==> config.mk <==
export PLATFORM = sky130hd
export DESIGN_NAME = unsigned_to_radix_digits_flat
export DESIGN_NICKNAME = d
export VERILOG_FILES = /design/src/rtl/u2rd_pkg.sv /design/src/rtl/u2rd_if.sv /design/src/rtl/unsigned_to_radix_digits.sv /design/src/rtl/u2rd_front.sv /design/src/rtl/u2rd_queue.sv /design/src/rtl/u2rd_back.sv /design/src/flat_wrapper.sv
export SDC_FILE = /design/constraint.sdc
export NUM_CORES = 1
export LEC_CHECK = 0
export BUFFER_PORTS_ARGS = -buffer_cell sky130_fd_sc_hd__buf_2
export CELL_PAD_IN_SITES_DETAIL_PLACEMENT = 1
export CELL_PAD_IN_SITES_GLOBAL_PLACEMENT = 1
export CORE_AREA = 2 2 273 382
export CTS_CLUSTER_SIZE = 14
export DETAILED_ROUTE_END_ITERATION = 10
export DIE_AREA = 0 0 275 384
export GPL_TIMING_DRIVEN = 0
export PLACE_DENSITY_LB_ADDON = 0.15
export SYNTH_ARGS = -nofsm -noshare
export SYNTH_HDL_FRONTEND = slang
export SYNTH_SLANG_ARGS = --single-unit
==> constraint.sdc <==
create_clock -name i_clk -period 35.9 [get_ports i_clk]
set_input_delay 5.385 -clock i_clk [delete_from_list [all_inputs] [get_ports i_clk]]
set_output_delay 5.385 -clock i_clk [all_outputs]
set_load 0.005 [all_outputs]
==> src/rtl/u2rd_pkg.sv <==
// shared constants, types and helpers of the radix digit converter
package u2rd_pkg;

    localparam int VALUE_BITS     = 64;
    localparam int NUMBER_BITS    = 64;
    localparam int RADIX_BITS     = 6;
    localparam int CHAR_BITS      = 7;
    localparam int COUNT_BITS     = 7;
    localparam int STORE_DEPTH    = 64;
    localparam int ADDR_BITS      = $clog2(STORE_DEPTH);
    localparam int STEP_BITS      = 8;
    localparam int DIV_CHUNKS     = (VALUE_BITS + STEP_BITS - 1) / STEP_BITS;
    localparam int DIV_BITS       = DIV_CHUNKS * STEP_BITS;
    localparam int CHUNK_BITS     = (DIV_CHUNKS > 1) ? $clog2(DIV_CHUNKS) : 1;
    localparam int QUEUE_DEPTH    = 2;
    localparam int QUEUE_PTR_BITS = $clog2(QUEUE_DEPTH);
    localparam int QUEUE_CNT_BITS = $clog2(QUEUE_DEPTH + 1);

    localparam logic [RADIX_BITS-1:0] RADIX_MIN     = RADIX_BITS'(2);
    localparam logic [RADIX_BITS-1:0] RADIX_MAX     = RADIX_BITS'(36);
    localparam logic [RADIX_BITS-1:0] DECIMAL_LIMIT = RADIX_BITS'(10);
    localparam logic [CHAR_BITS-1:0]  CHAR_ZERO     = CHAR_BITS'(48);
    localparam logic [CHAR_BITS-1:0]  CHAR_LETTER_A = CHAR_BITS'(65);

    typedef struct packed {
        logic [VALUE_BITS-1:0] value;
        logic [RADIX_BITS-1:0] radix;
    } t_job;

    typedef struct packed {
        logic valid;
        t_job job;
    } t_push;

    typedef struct packed {
        logic valid;
        t_job job;
    } t_pop;

    typedef enum logic [1:0] {
        ST_IDLE,
        ST_DIVIDE,
        ST_READ,
        ST_LOAD
    } t_back_state;

    function automatic logic [CHAR_BITS-1:0] digit_to_ascii(input logic [RADIX_BITS-1:0] rem);
        logic [CHAR_BITS-1:0] wide;
        wide = CHAR_BITS'(rem);
        if (rem < DECIMAL_LIMIT) begin
            return CHAR_ZERO + wide;
        end else begin
            return CHAR_LETTER_A + wide - CHAR_BITS'(DECIMAL_LIMIT);
        end
    endfunction

endpackage

==> src/rtl/u2rd_if.sv <==
// word channels of the converter: request in, digit out
interface u2rd_in_if;
    logic                                valid;
    logic                                ready;
    logic [u2rd_pkg::NUMBER_BITS-1:0]    number;
    logic [u2rd_pkg::RADIX_BITS-1:0]     radix;

    modport source (output valid, output number, output radix, input ready);
    modport sink   (input valid, input number, input radix, output ready);
endinterface

interface u2rd_out_if;
    logic                                valid;
    logic                                ready;
    logic [u2rd_pkg::CHAR_BITS-1:0]      digit_char;
    logic                                last_digit;
    logic [u2rd_pkg::COUNT_BITS-1:0]     digit_count;

    modport source (output valid, output digit_char, output last_digit, output digit_count,
                    input ready);
    modport sink   (input valid, input digit_char, input last_digit, input digit_count,
                    output ready);
endinterface

==> src/rtl/unsigned_to_radix_digits.sv <==
// top level of the unsigned value to radix digit string converter
//
//  channel  | dir | payload                                   | handshake
//  i_in     | in  | number[63:0], radix[5:0]                  | valid/ready
//  o_out    | out | digit_char[6:0], last_digit, digit_count  | valid/ready
//
// division makes 8 quotient bits per cycle, one digit per full pass over the 64-bit
// value; digits are read back most significant first through the registered digit store
// port, each read (ST_READ) followed by loading the output word (ST_LOAD)
// a two-entry queue lets new requests be taken while digits are still going out
// reset is synchronous and active low; the digit store is not cleared
// a stalled output holds its word and halts readout; the next division waits for readout to end
module unsigned_to_radix_digits (
    input  logic        i_clk,
    input  logic        i_rst_n,
    u2rd_in_if.sink     i_in,
    u2rd_out_if.source  o_out
);
    import u2rd_pkg::*;

    t_push push;
    t_pop  pop;
    logic  q_full;
    logic  pop_ready;

    u2rd_front u_front (
        .i_in     (i_in),
        .i_q_full (q_full),
        .o_push   (push)
    );

    u2rd_queue u_queue (
        .i_clk       (i_clk),
        .i_rst_n     (i_rst_n),
        .i_push      (push),
        .o_full      (q_full),
        .o_pop       (pop),
        .i_pop_ready (pop_ready)
    );

    u2rd_back u_back (
        .i_clk       (i_clk),
        .i_rst_n     (i_rst_n),
        .i_pop       (pop),
        .o_pop_ready (pop_ready),
        .o_out       (o_out)
    );

endmodule

==> src/rtl/u2rd_front.sv <==
// front end: takes request words, clamps the radix and trims the value
module u2rd_front (
    u2rd_in_if.sink          i_in,
    input  logic             i_q_full,
    output u2rd_pkg::t_push  o_push
);
    import u2rd_pkg::*;

    logic [RADIX_BITS-1:0] radix_fix;

    always_comb begin
        if (i_in.radix < RADIX_MIN) begin
            radix_fix = RADIX_MIN;
        end else if (i_in.radix > RADIX_MAX) begin
            radix_fix = RADIX_MAX;
        end else begin
            radix_fix = i_in.radix;
        end
    end

    assign i_in.ready         = !i_q_full;
    assign o_push.valid       = i_in.valid && !i_q_full;
    assign o_push.job.value   = i_in.number[VALUE_BITS-1:0];
    assign o_push.job.radix   = radix_fix;

endmodule

==> src/rtl/u2rd_queue.sv <==
// two-entry job queue between front and back
module u2rd_queue (
    input  logic             i_clk,
    input  logic             i_rst_n,
    input  u2rd_pkg::t_push  i_push,
    output logic             o_full,
    output u2rd_pkg::t_pop   o_pop,
    input  logic             i_pop_ready
);
    import u2rd_pkg::*;

    t_job                      r_slot [QUEUE_DEPTH];
    logic [QUEUE_PTR_BITS-1:0] r_wptr, n_wptr;
    logic [QUEUE_PTR_BITS-1:0] r_rptr, n_rptr;
    logic [QUEUE_CNT_BITS-1:0] r_cnt, n_cnt;
    logic                      do_push, do_pop;

    assign o_full      = (r_cnt == QUEUE_CNT_BITS'(QUEUE_DEPTH));
    assign o_pop.valid = (r_cnt != '0);
    assign o_pop.job   = r_slot[r_rptr];
    assign do_push     = i_push.valid && !o_full;
    assign do_pop      = o_pop.valid && i_pop_ready;

    always_comb begin
        n_wptr = do_push ? r_wptr + 1'b1 : r_wptr;
        n_rptr = do_pop  ? r_rptr + 1'b1 : r_rptr;
        n_cnt  = r_cnt;
        if (do_push && !do_pop) begin
            n_cnt = r_cnt + 1'b1;
        end else if (do_pop && !do_push) begin
            n_cnt = r_cnt - 1'b1;
        end
    end

    always_ff @(posedge i_clk) begin
        if (!i_rst_n) begin
            r_wptr <= '0;
            r_rptr <= '0;
            r_cnt  <= '0;
        end else begin
            r_wptr <= n_wptr;
            r_rptr <= n_rptr;
            r_cnt  <= n_cnt;
        end
    end

    always_ff @(posedge i_clk) begin
        if (do_push) begin
            r_slot[r_wptr] <= i_push.job;
        end
    end

endmodule

==> src/rtl/u2rd_back.sv <==
// back end: chunked long division into the digit store, then reverse readout
module u2rd_back (
    input  logic            i_clk,
    input  logic            i_rst_n,
    input  u2rd_pkg::t_pop  i_pop,
    output logic            o_pop_ready,
    u2rd_out_if.source      o_out
);
    import u2rd_pkg::*;

    t_back_state           r_state, n_state;
    logic [DIV_BITS-1:0]   r_quo, n_quo;
    logic [RADIX_BITS-1:0] r_radix, n_radix;
    logic [RADIX_BITS-1:0] r_rem, n_rem;
    logic [CHUNK_BITS-1:0] r_chunk, n_chunk;
    logic [COUNT_BITS-1:0] r_n, n_n;
    logic [COUNT_BITS-1:0] r_count, n_count;
    logic [ADDR_BITS-1:0]  r_idx, n_idx;
    logic                  r_out_valid, n_out_valid;
    logic [CHAR_BITS-1:0]  r_out_char, n_out_char;
    logic                  r_out_last, n_out_last;
    logic [COUNT_BITS-1:0] r_out_count, n_out_count;

    logic [CHAR_BITS-1:0]  r_store [STORE_DEPTH];
    logic [CHAR_BITS-1:0]  r_rd_data;
    logic                  mem_we;
    logic [CHAR_BITS-1:0]  mem_wdata;
    logic                  load_out;

    logic [RADIX_BITS-1:0] div_rem;
    logic [STEP_BITS-1:0]  div_q;
    logic [DIV_BITS-1:0]   div_quo;

    // one chunk of restoring division, msb first
    always_comb begin
        logic [RADIX_BITS:0]   trial;
        logic [RADIX_BITS-1:0] rem;
        logic [STEP_BITS-1:0]  top;
        top   = r_quo[DIV_BITS-1 -: STEP_BITS];
        rem   = r_rem;
        div_q = '0;
        for (int i = STEP_BITS - 1; i >= 0; i--) begin
            trial = {rem, top[i]};
            if (trial >= {1'b0, r_radix}) begin
                rem      = RADIX_BITS'(trial - {1'b0, r_radix});
                div_q[i] = 1'b1;
            end else begin
                rem = trial[RADIX_BITS-1:0];
            end
        end
        div_rem = rem;
        div_quo = (r_quo << STEP_BITS) | DIV_BITS'(div_q);
    end

    assign load_out = (r_state == ST_LOAD) && (!r_out_valid || o_out.ready);

    always_comb begin
        n_state     = r_state;
        n_quo       = r_quo;
        n_radix     = r_radix;
        n_rem       = r_rem;
        n_chunk     = r_chunk;
        n_n         = r_n;
        n_count     = r_count;
        n_idx       = r_idx;
        n_out_valid = r_out_valid && !o_out.ready;
        n_out_char  = r_out_char;
        n_out_last  = r_out_last;
        n_out_count = r_out_count;
        o_pop_ready = 1'b0;
        mem_we      = 1'b0;
        mem_wdata   = digit_to_ascii(div_rem);

        case (r_state)
            ST_IDLE: begin
                o_pop_ready = 1'b1;
                if (i_pop.valid) begin
                    n_quo   = DIV_BITS'(i_pop.job.value);
                    n_radix = i_pop.job.radix;
                    n_rem   = '0;
                    n_chunk = '0;
                    n_n     = '0;
                    n_state = ST_DIVIDE;
                end
            end
            ST_DIVIDE: begin
                n_quo = div_quo;
                n_rem = div_rem;
                if (r_chunk == CHUNK_BITS'(DIV_CHUNKS - 1)) begin
                    mem_we  = 1'b1;
                    n_rem   = '0;
                    n_chunk = '0;
                    n_n     = r_n + 1'b1;
                    if (div_quo == '0 || r_n == COUNT_BITS'(STORE_DEPTH - 1)) begin
                        n_idx   = r_n[ADDR_BITS-1:0];
                        n_count = r_n + 1'b1;
                        n_state = ST_READ;
                    end
                end else begin
                    n_chunk = r_chunk + 1'b1;
                end
            end
            ST_READ: begin
                n_state = ST_LOAD;
            end
            ST_LOAD: begin
                if (load_out) begin
                    n_out_valid = 1'b1;
                    n_out_char  = r_rd_data;
                    n_out_last  = (r_idx == '0);
                    n_out_count = r_count;
                    if (r_idx == '0) begin
                        n_state = ST_IDLE;
                    end else begin
                        n_idx   = r_idx - 1'b1;
                        n_state = ST_READ;
                    end
                end
            end
            default: begin
                n_state = ST_IDLE;
            end
        endcase
    end

    always_ff @(posedge i_clk) begin
        if (!i_rst_n) begin
            r_state     <= ST_IDLE;
            r_out_valid <= 1'b0;
        end else begin
            r_state     <= n_state;
            r_out_valid <= n_out_valid;
        end
    end

    always_ff @(posedge i_clk) begin
        r_quo       <= n_quo;
        r_radix     <= n_radix;
        r_rem       <= n_rem;
        r_chunk     <= n_chunk;
        r_n         <= n_n;
        r_count     <= n_count;
        r_idx       <= n_idx;
        r_out_char  <= n_out_char;
        r_out_last  <= n_out_last;
        r_out_count <= n_out_count;
    end

    // digit store, registered read
    always_ff @(posedge i_clk) begin
        if (mem_we) begin
            r_store[r_n[ADDR_BITS-1:0]] <= mem_wdata;
        end
        r_rd_data <= r_store[r_idx];
    end

    assign o_out.valid       = r_out_valid;
    assign o_out.digit_char  = r_out_char;
    assign o_out.last_digit  = r_out_last;
    assign o_out.digit_count = r_out_count;

    a_rem_below_radix: assert property (@(posedge i_clk) disable iff (!i_rst_n)
        (r_state == ST_DIVIDE) |-> (r_rem < r_radix))
        else $error("partial remainder not below radix");

    a_radix_range: assert property (@(posedge i_clk) disable iff (!i_rst_n)
        (r_state == ST_DIVIDE) |-> (r_radix >= RADIX_MIN && r_radix <= RADIX_MAX))
        else $error("radix out of range during divide");

    a_count_range: assert property (@(posedge i_clk) disable iff (!i_rst_n)
        r_out_valid |-> (r_out_count != '0 && r_out_count <= COUNT_BITS'(STORE_DEPTH)))
        else $error("digit count out of range");

    a_last_ends_run: assert property (@(posedge i_clk) disable iff (!i_rst_n)
        (load_out && r_idx == '0) |=> (r_state == ST_IDLE && r_out_last))
        else $error("last digit did not end the run");

endmodule

==> src/flat_wrapper.sv <==
// flat-port wrapper written by rule: the top's interface ports become plain ports
module unsigned_to_radix_digits_flat import u2rd_pkg::*;
  (i_clk, i_rst_n, i_in_valid, i_in_number, i_in_radix, i_in_ready, o_out_valid, o_out_digit_char, o_out_last_digit, o_out_digit_count, o_out_ready);
  u2rd_in_if i_in_i ();
  u2rd_out_if o_out_i ();
  input  logic i_clk;
  input  logic i_rst_n;
  input wire logic [$bits(i_in_i.valid)-1:0] i_in_valid;
  input wire logic [$bits(i_in_i.number)-1:0] i_in_number;
  input wire logic [$bits(i_in_i.radix)-1:0] i_in_radix;
  output wire logic [$bits(i_in_i.ready)-1:0] i_in_ready;
  output wire logic [$bits(o_out_i.valid)-1:0] o_out_valid;
  output wire logic [$bits(o_out_i.digit_char)-1:0] o_out_digit_char;
  output wire logic [$bits(o_out_i.last_digit)-1:0] o_out_last_digit;
  output wire logic [$bits(o_out_i.digit_count)-1:0] o_out_digit_count;
  input wire logic [$bits(o_out_i.ready)-1:0] o_out_ready;
  assign i_in_i.valid = i_in_valid;
  assign i_in_i.number = i_in_number;
  assign i_in_i.radix = i_in_radix;
  assign i_in_ready = i_in_i.ready;
  assign o_out_valid = o_out_i.valid;
  assign o_out_digit_char = o_out_i.digit_char;
  assign o_out_last_digit = o_out_i.last_digit;
  assign o_out_digit_count = o_out_i.digit_count;
  assign o_out_i.ready = o_out_ready;
  unsigned_to_radix_digits u_core (.i_clk(i_clk), .i_rst_n(i_rst_n), .i_in(i_in_i), .o_out(o_out_i));
endmodule
==> impl_results.md <==
- Worst setup EP type: flop
- Family with the most delay on the worst path: compound AO/OA/AOI/OAI gates
- Global-route wire length before repair: 119000 um
- Post-layout util: between 30% and 40%
- Post-Syn Instances: around 1800
- Largest cells by area after synthesis: sky130_fd_sc_hd__edfxtp_1 (69%), sky130_fd_sc_hd__mux4_2 (11%), sky130_fd_sc_hd__mux2i_1 (2.4%), sky130_fd_sc_hd__ha_1 (2.3%), sky130_fd_sc_hd__nor2_1 (1.5%)
- Post-layout net count: between 2000 and 2500
- Number of top-level design ports: between 90 and 100
- Final global-route overflow total: 0
- Overall track demand over capacity in global routing: ~15%
- Hold_ws: around 0.40 ns
- Tightest slew margin relative to the limit: ~12%
- Final clock skew: 0.0248 ns
- DPL Wire Length: 58100 um
- Rows: between 100 and 150
- Number of buffer and inverter instances along the worst setup path: 9
- Distinct cell type count of the synthesized netlist: 76
- Summed instance area of the synthesized netlist: a little over 0.03 mm^2
- Number of endpoints with negative hold slack in the final report: 0
- Setup violations, final: 0
- Average cell area after synthesis: approximately 17 um^2
- Cell repeated most along the worst path: sky130_fd_sc_hd__ha_1
- Area enclosed by the die boundary: around 0.11 mm^2
- Num CTS Buffers: just under 80
- Cell with the most instances after synthesis: sky130_fd_sc_hd__edfxtp_1
- Share of the clock period used by the worst path after layout: between 60% and 70%
- Average routed wire per standard cell: 23.8 um
- Hold Startpoint: u_core.u_back.r_rd_data[2]
- RR Startpoint: u_core.u_back.r_radix[1]
- Worst setup slack for register-to-register paths: between 10 and 15 ns
- H-tree lvl count: 3
- Crit path arrival time: 23.46 ns
- Chip height: 384 um
- Worst path max stage delay: 0.79 ns
- Clock latency reported for the late side of the worst-skew pair: 0.63 ns
- Post-synth top cells: sky130_fd_sc_hd__edfxtp_1 (702), sky130_fd_sc_hd__mux4_2 (147), sky130_fd_sc_hd__nor2_1 (120), sky130_fd_sc_hd__nand2_1 (107), sky130_fd_sc_hd__o21ai_0 (88)
- Max cap viols: 0
- Yosys warning count: 0
- Total of flip-flops plus latches after synthesis: around 700
- Commonest register cell after synthesis: sky130_fd_sc_hd__edfxtp_1
- Routed Wire Length: 79900 um
- Placeable Area: 0.102 mm^2
- Vias in the first global route: 18100
- Area added between synthesis and finish: 16.6%
- CTS tree: built
- Hold Crit Depth: 0
- Unrepaired setup endpoints after global routing: no
- Hold path endpoint: u_core.u_back.o_out.digit_char[2]
- Category of the worst setup path launch point: flop
- Kind of critical path: flop to flop
- Largest net degree at the start of global routing: 65
- Horiz. Die Dim: between 200 and 300 um
- Clock net sink count: slightly above 700
- Cell at the root of the clock tree: sky130_fd_sc_hd__clkbuf_16
- Detailed Route Iter0 Violations: just under 900
- Layout cells sized above 1: 21.1%
- Async set-reset flop share out of synthesis: 0%
- Number of vias per cell: between 4 and 5
- Antenna-violating nets left: 0
- Maximum number of buffers from clock root to sink: 3
- Highest attainable clock frequency: approximately 43 MHz
- Total DRC errors in the routed layout: 0
- Max stage delay cell, worst path: sky130_fd_sc_hd__xnor2_2
- Synthesized Nets: 1902
- Status: finished, final reports clean
- Data required time of the critical path: 36.36 ns
- Initial standard-cell utilization of the core: between 20 and 30%
- Number of gates given a new drive strength after cts: 0
- Final critical path time including I/O delays and setup: 23.01 ns
- Largest fanout on the critical path: 20
- Worst Hold Class: flop to flop
- Setup TNS Final: 0 ns
- Initial antenna violation count: 2
- Share of synthesized area occupied by flip-flops and latches: a little over two thirds
- Number of enable flip-flop cells after synthesis: about 700
- Share of the synthesized area in the top cell type: a little over two thirds
- First-pass detailed-route iteration total: 4
- Postcts setup bufs: 0
- Placer's final routability congestion estimate: 0.774
- Clock-pin slew reported for the worst setup and hold paths after clock tree synthesis: ~0.060 ns
- Worst-Margin Slew: between 1 and 1.5 ns
- Final Max Tran Viols: 0
- Total vias in the final route: 16100
- Cell type with the highest aggregate area in the netlist: sky130_fd_sc_hd__edfxtp_1
- Logic depth of the worst register-to-register path: roughly 80
- Quantity of I/O buffers inserted on ports: 90
- Number of hold-repair buffers added at the cts stage: 0
- R2R Path End: u_core.u_back.r_store[3][3]
==> per-stage QoR <==
step / instance area [um^2] / cells / setup WS [ns]
2_1_floorplan: 30400 / 1763 / 16.99
3_3_place_gp: 32500 / 3192 / 9.13
3_5_place_dp: 33000 / 3212 / 12.65
4_1_cts: 35400 / 3350 / 12.57
5_1_grt: 35500 / 3351 / 10.88
6_report: 35500 / 3353 / 12.89
==> placed cells by master (no fill, tap or decap), types with 15 or more instances in the layout <==
cell type                   count
sky130_fd_sc_hd__xor2_1        22
sky130_fd_sc_hd__buf_2         92
sky130_fd_sc_hd__nand3_1       16
sky130_fd_sc_hd__ha_1          57
sky130_fd_sc_hd__mux2_2        15
sky130_fd_sc_hd__o21ai_0       88
sky130_fd_sc_hd__a21o_1        15
sky130_fd_sc_hd__clkinv_2      16
sky130_fd_sc_hd__edfxtp_1     702
sky130_fd_sc_hd__buf_1         21
sky130_fd_sc_hd__mux2i_1       73
sky130_fd_sc_hd__nand2_1      106
sky130_fd_sc_hd__clkbuf_1      72
sky130_fd_sc_hd__xnor2_1       16
sky130_fd_sc_hd__nand2b_1      15
sky130_fd_sc_hd__dfxtp_1       15
sky130_fd_sc_hd__mux4_2       147
sky130_fd_sc_hd__inv_1         57
sky130_fd_sc_hd__a21oi_1       29
sky130_fd_sc_hd__clkbuf_16     79
sky130_fd_sc_hd__nor2_1       119
==> flip-flops by register name (all words and copies together), names as in the netlist, 3 cells and up, named ones only <==
name / count
u_core.u_back.o_out.digit_char: 7
u_core.u_back.r_radix: 6
u_core.u_queue.r_slot: 140
u_core.u_back.r_n: 7
u_core.u_back.r_rem: 6
u_core.u_back.r_idx: 6
u_core.u_back.o_out.digit_count: 7
u_core.u_back.r_rd_data: 7
u_core.u_back.r_quo: 64
u_core.u_back.r_count: 7
u_core.u_back.r_chunk: 3
u_core.u_back.r_store: 448
==> cell type report <==
| type | count | area (um^2) |
|---|---|---|
| tap | 1339 | 1680 |
| multi-input combinational | 910 | 8580 |
| antenna | 2 | 5.00 |
| clock buffer | 97 | 2050 |
| sequential | 717 | 21400 |
| clock inverter | 41 | 405 |
| timing repair buffer | 111 | 830 |
| fill | 10400 | 66800 |
| buffer | 79 | 307 |
| inverter | 57 | 214 |
==> worst register-to-register path, delay by kind of cell, from the launching register on <==
| family | cells | cell delay, ns |
|---|---|---|
| AOI/OAI and AO/OA | 40 | 11.49 |
| xor gates and xnor gates | 1 | 0.79 |
| adders and majority gates | 9 | 2.92 |
| buffers and inverters | 9 | 2.24 |
| DFF | 1 | 0.57 |
| muxes | 3 | 1.40 |
| and+or+nand+nor | 17 | 3.41 |
==> cells by family (layout without fill, tap and decap cells) <==
| group | after synthesis | in the layout | synth area share, % |
|---|---|---|---|
| buffers and inverters | 136 | 385 | 1.71 |
| adders and majority gates | 66 | 66 | 2.91 |
| other | 0 | 2 | 0 |
| AOI/OAI and AO/OA | 210 | 210 | 4.50 |
| DFF | 717 | 717 | 70.3 |
| xor gates and xnor gates | 42 | 42 | 1.21 |
| and+or+nand+nor | 355 | 355 | 5.42 |
| muxes | 237 | 237 | 13.9 |
==> worst max-delay path by stage <==
| stage | from | to | cells past startpoint |
|---|---|---|---|
| floorplan | u_core.u_back.r_radix[1] | u_core.u_back.r_store[0][3] | 78 |
| CTS | u_core.u_back.r_radix[1] | u_core.u_back.r_store[41][3] | 79 |
| global placement | u_core.u_back.r_radix[1] | u_core.u_back.r_store[0][1] | 77 |
| finish | u_core.u_back.r_radix[1] | u_core.u_back.r_store[3][3] | 79 |
| detailed placement | u_core.u_back.r_radix[1] | u_core.u_back.r_store[2][3] | 79 |
| global route | u_core.u_back.r_radix[1] | u_core.u_back.r_store[41][3] | 79 |
==> layer usage <==
layer / vias to the layer above / global-route usage, % / share of wire [%]
met5: - / 0 / 0
met2: 317 / 28.0 / 53
met1: 8334 / 17.6 / 40
li1: 7345 / - / -
met3: 137 / 2.46 / 3.5
met4: 0 / 6.22 / 3.9
Power is left out: the tool's default activity adds up to more than one toggle a clock period on the data nets, which glitch-free logic cannot reach.
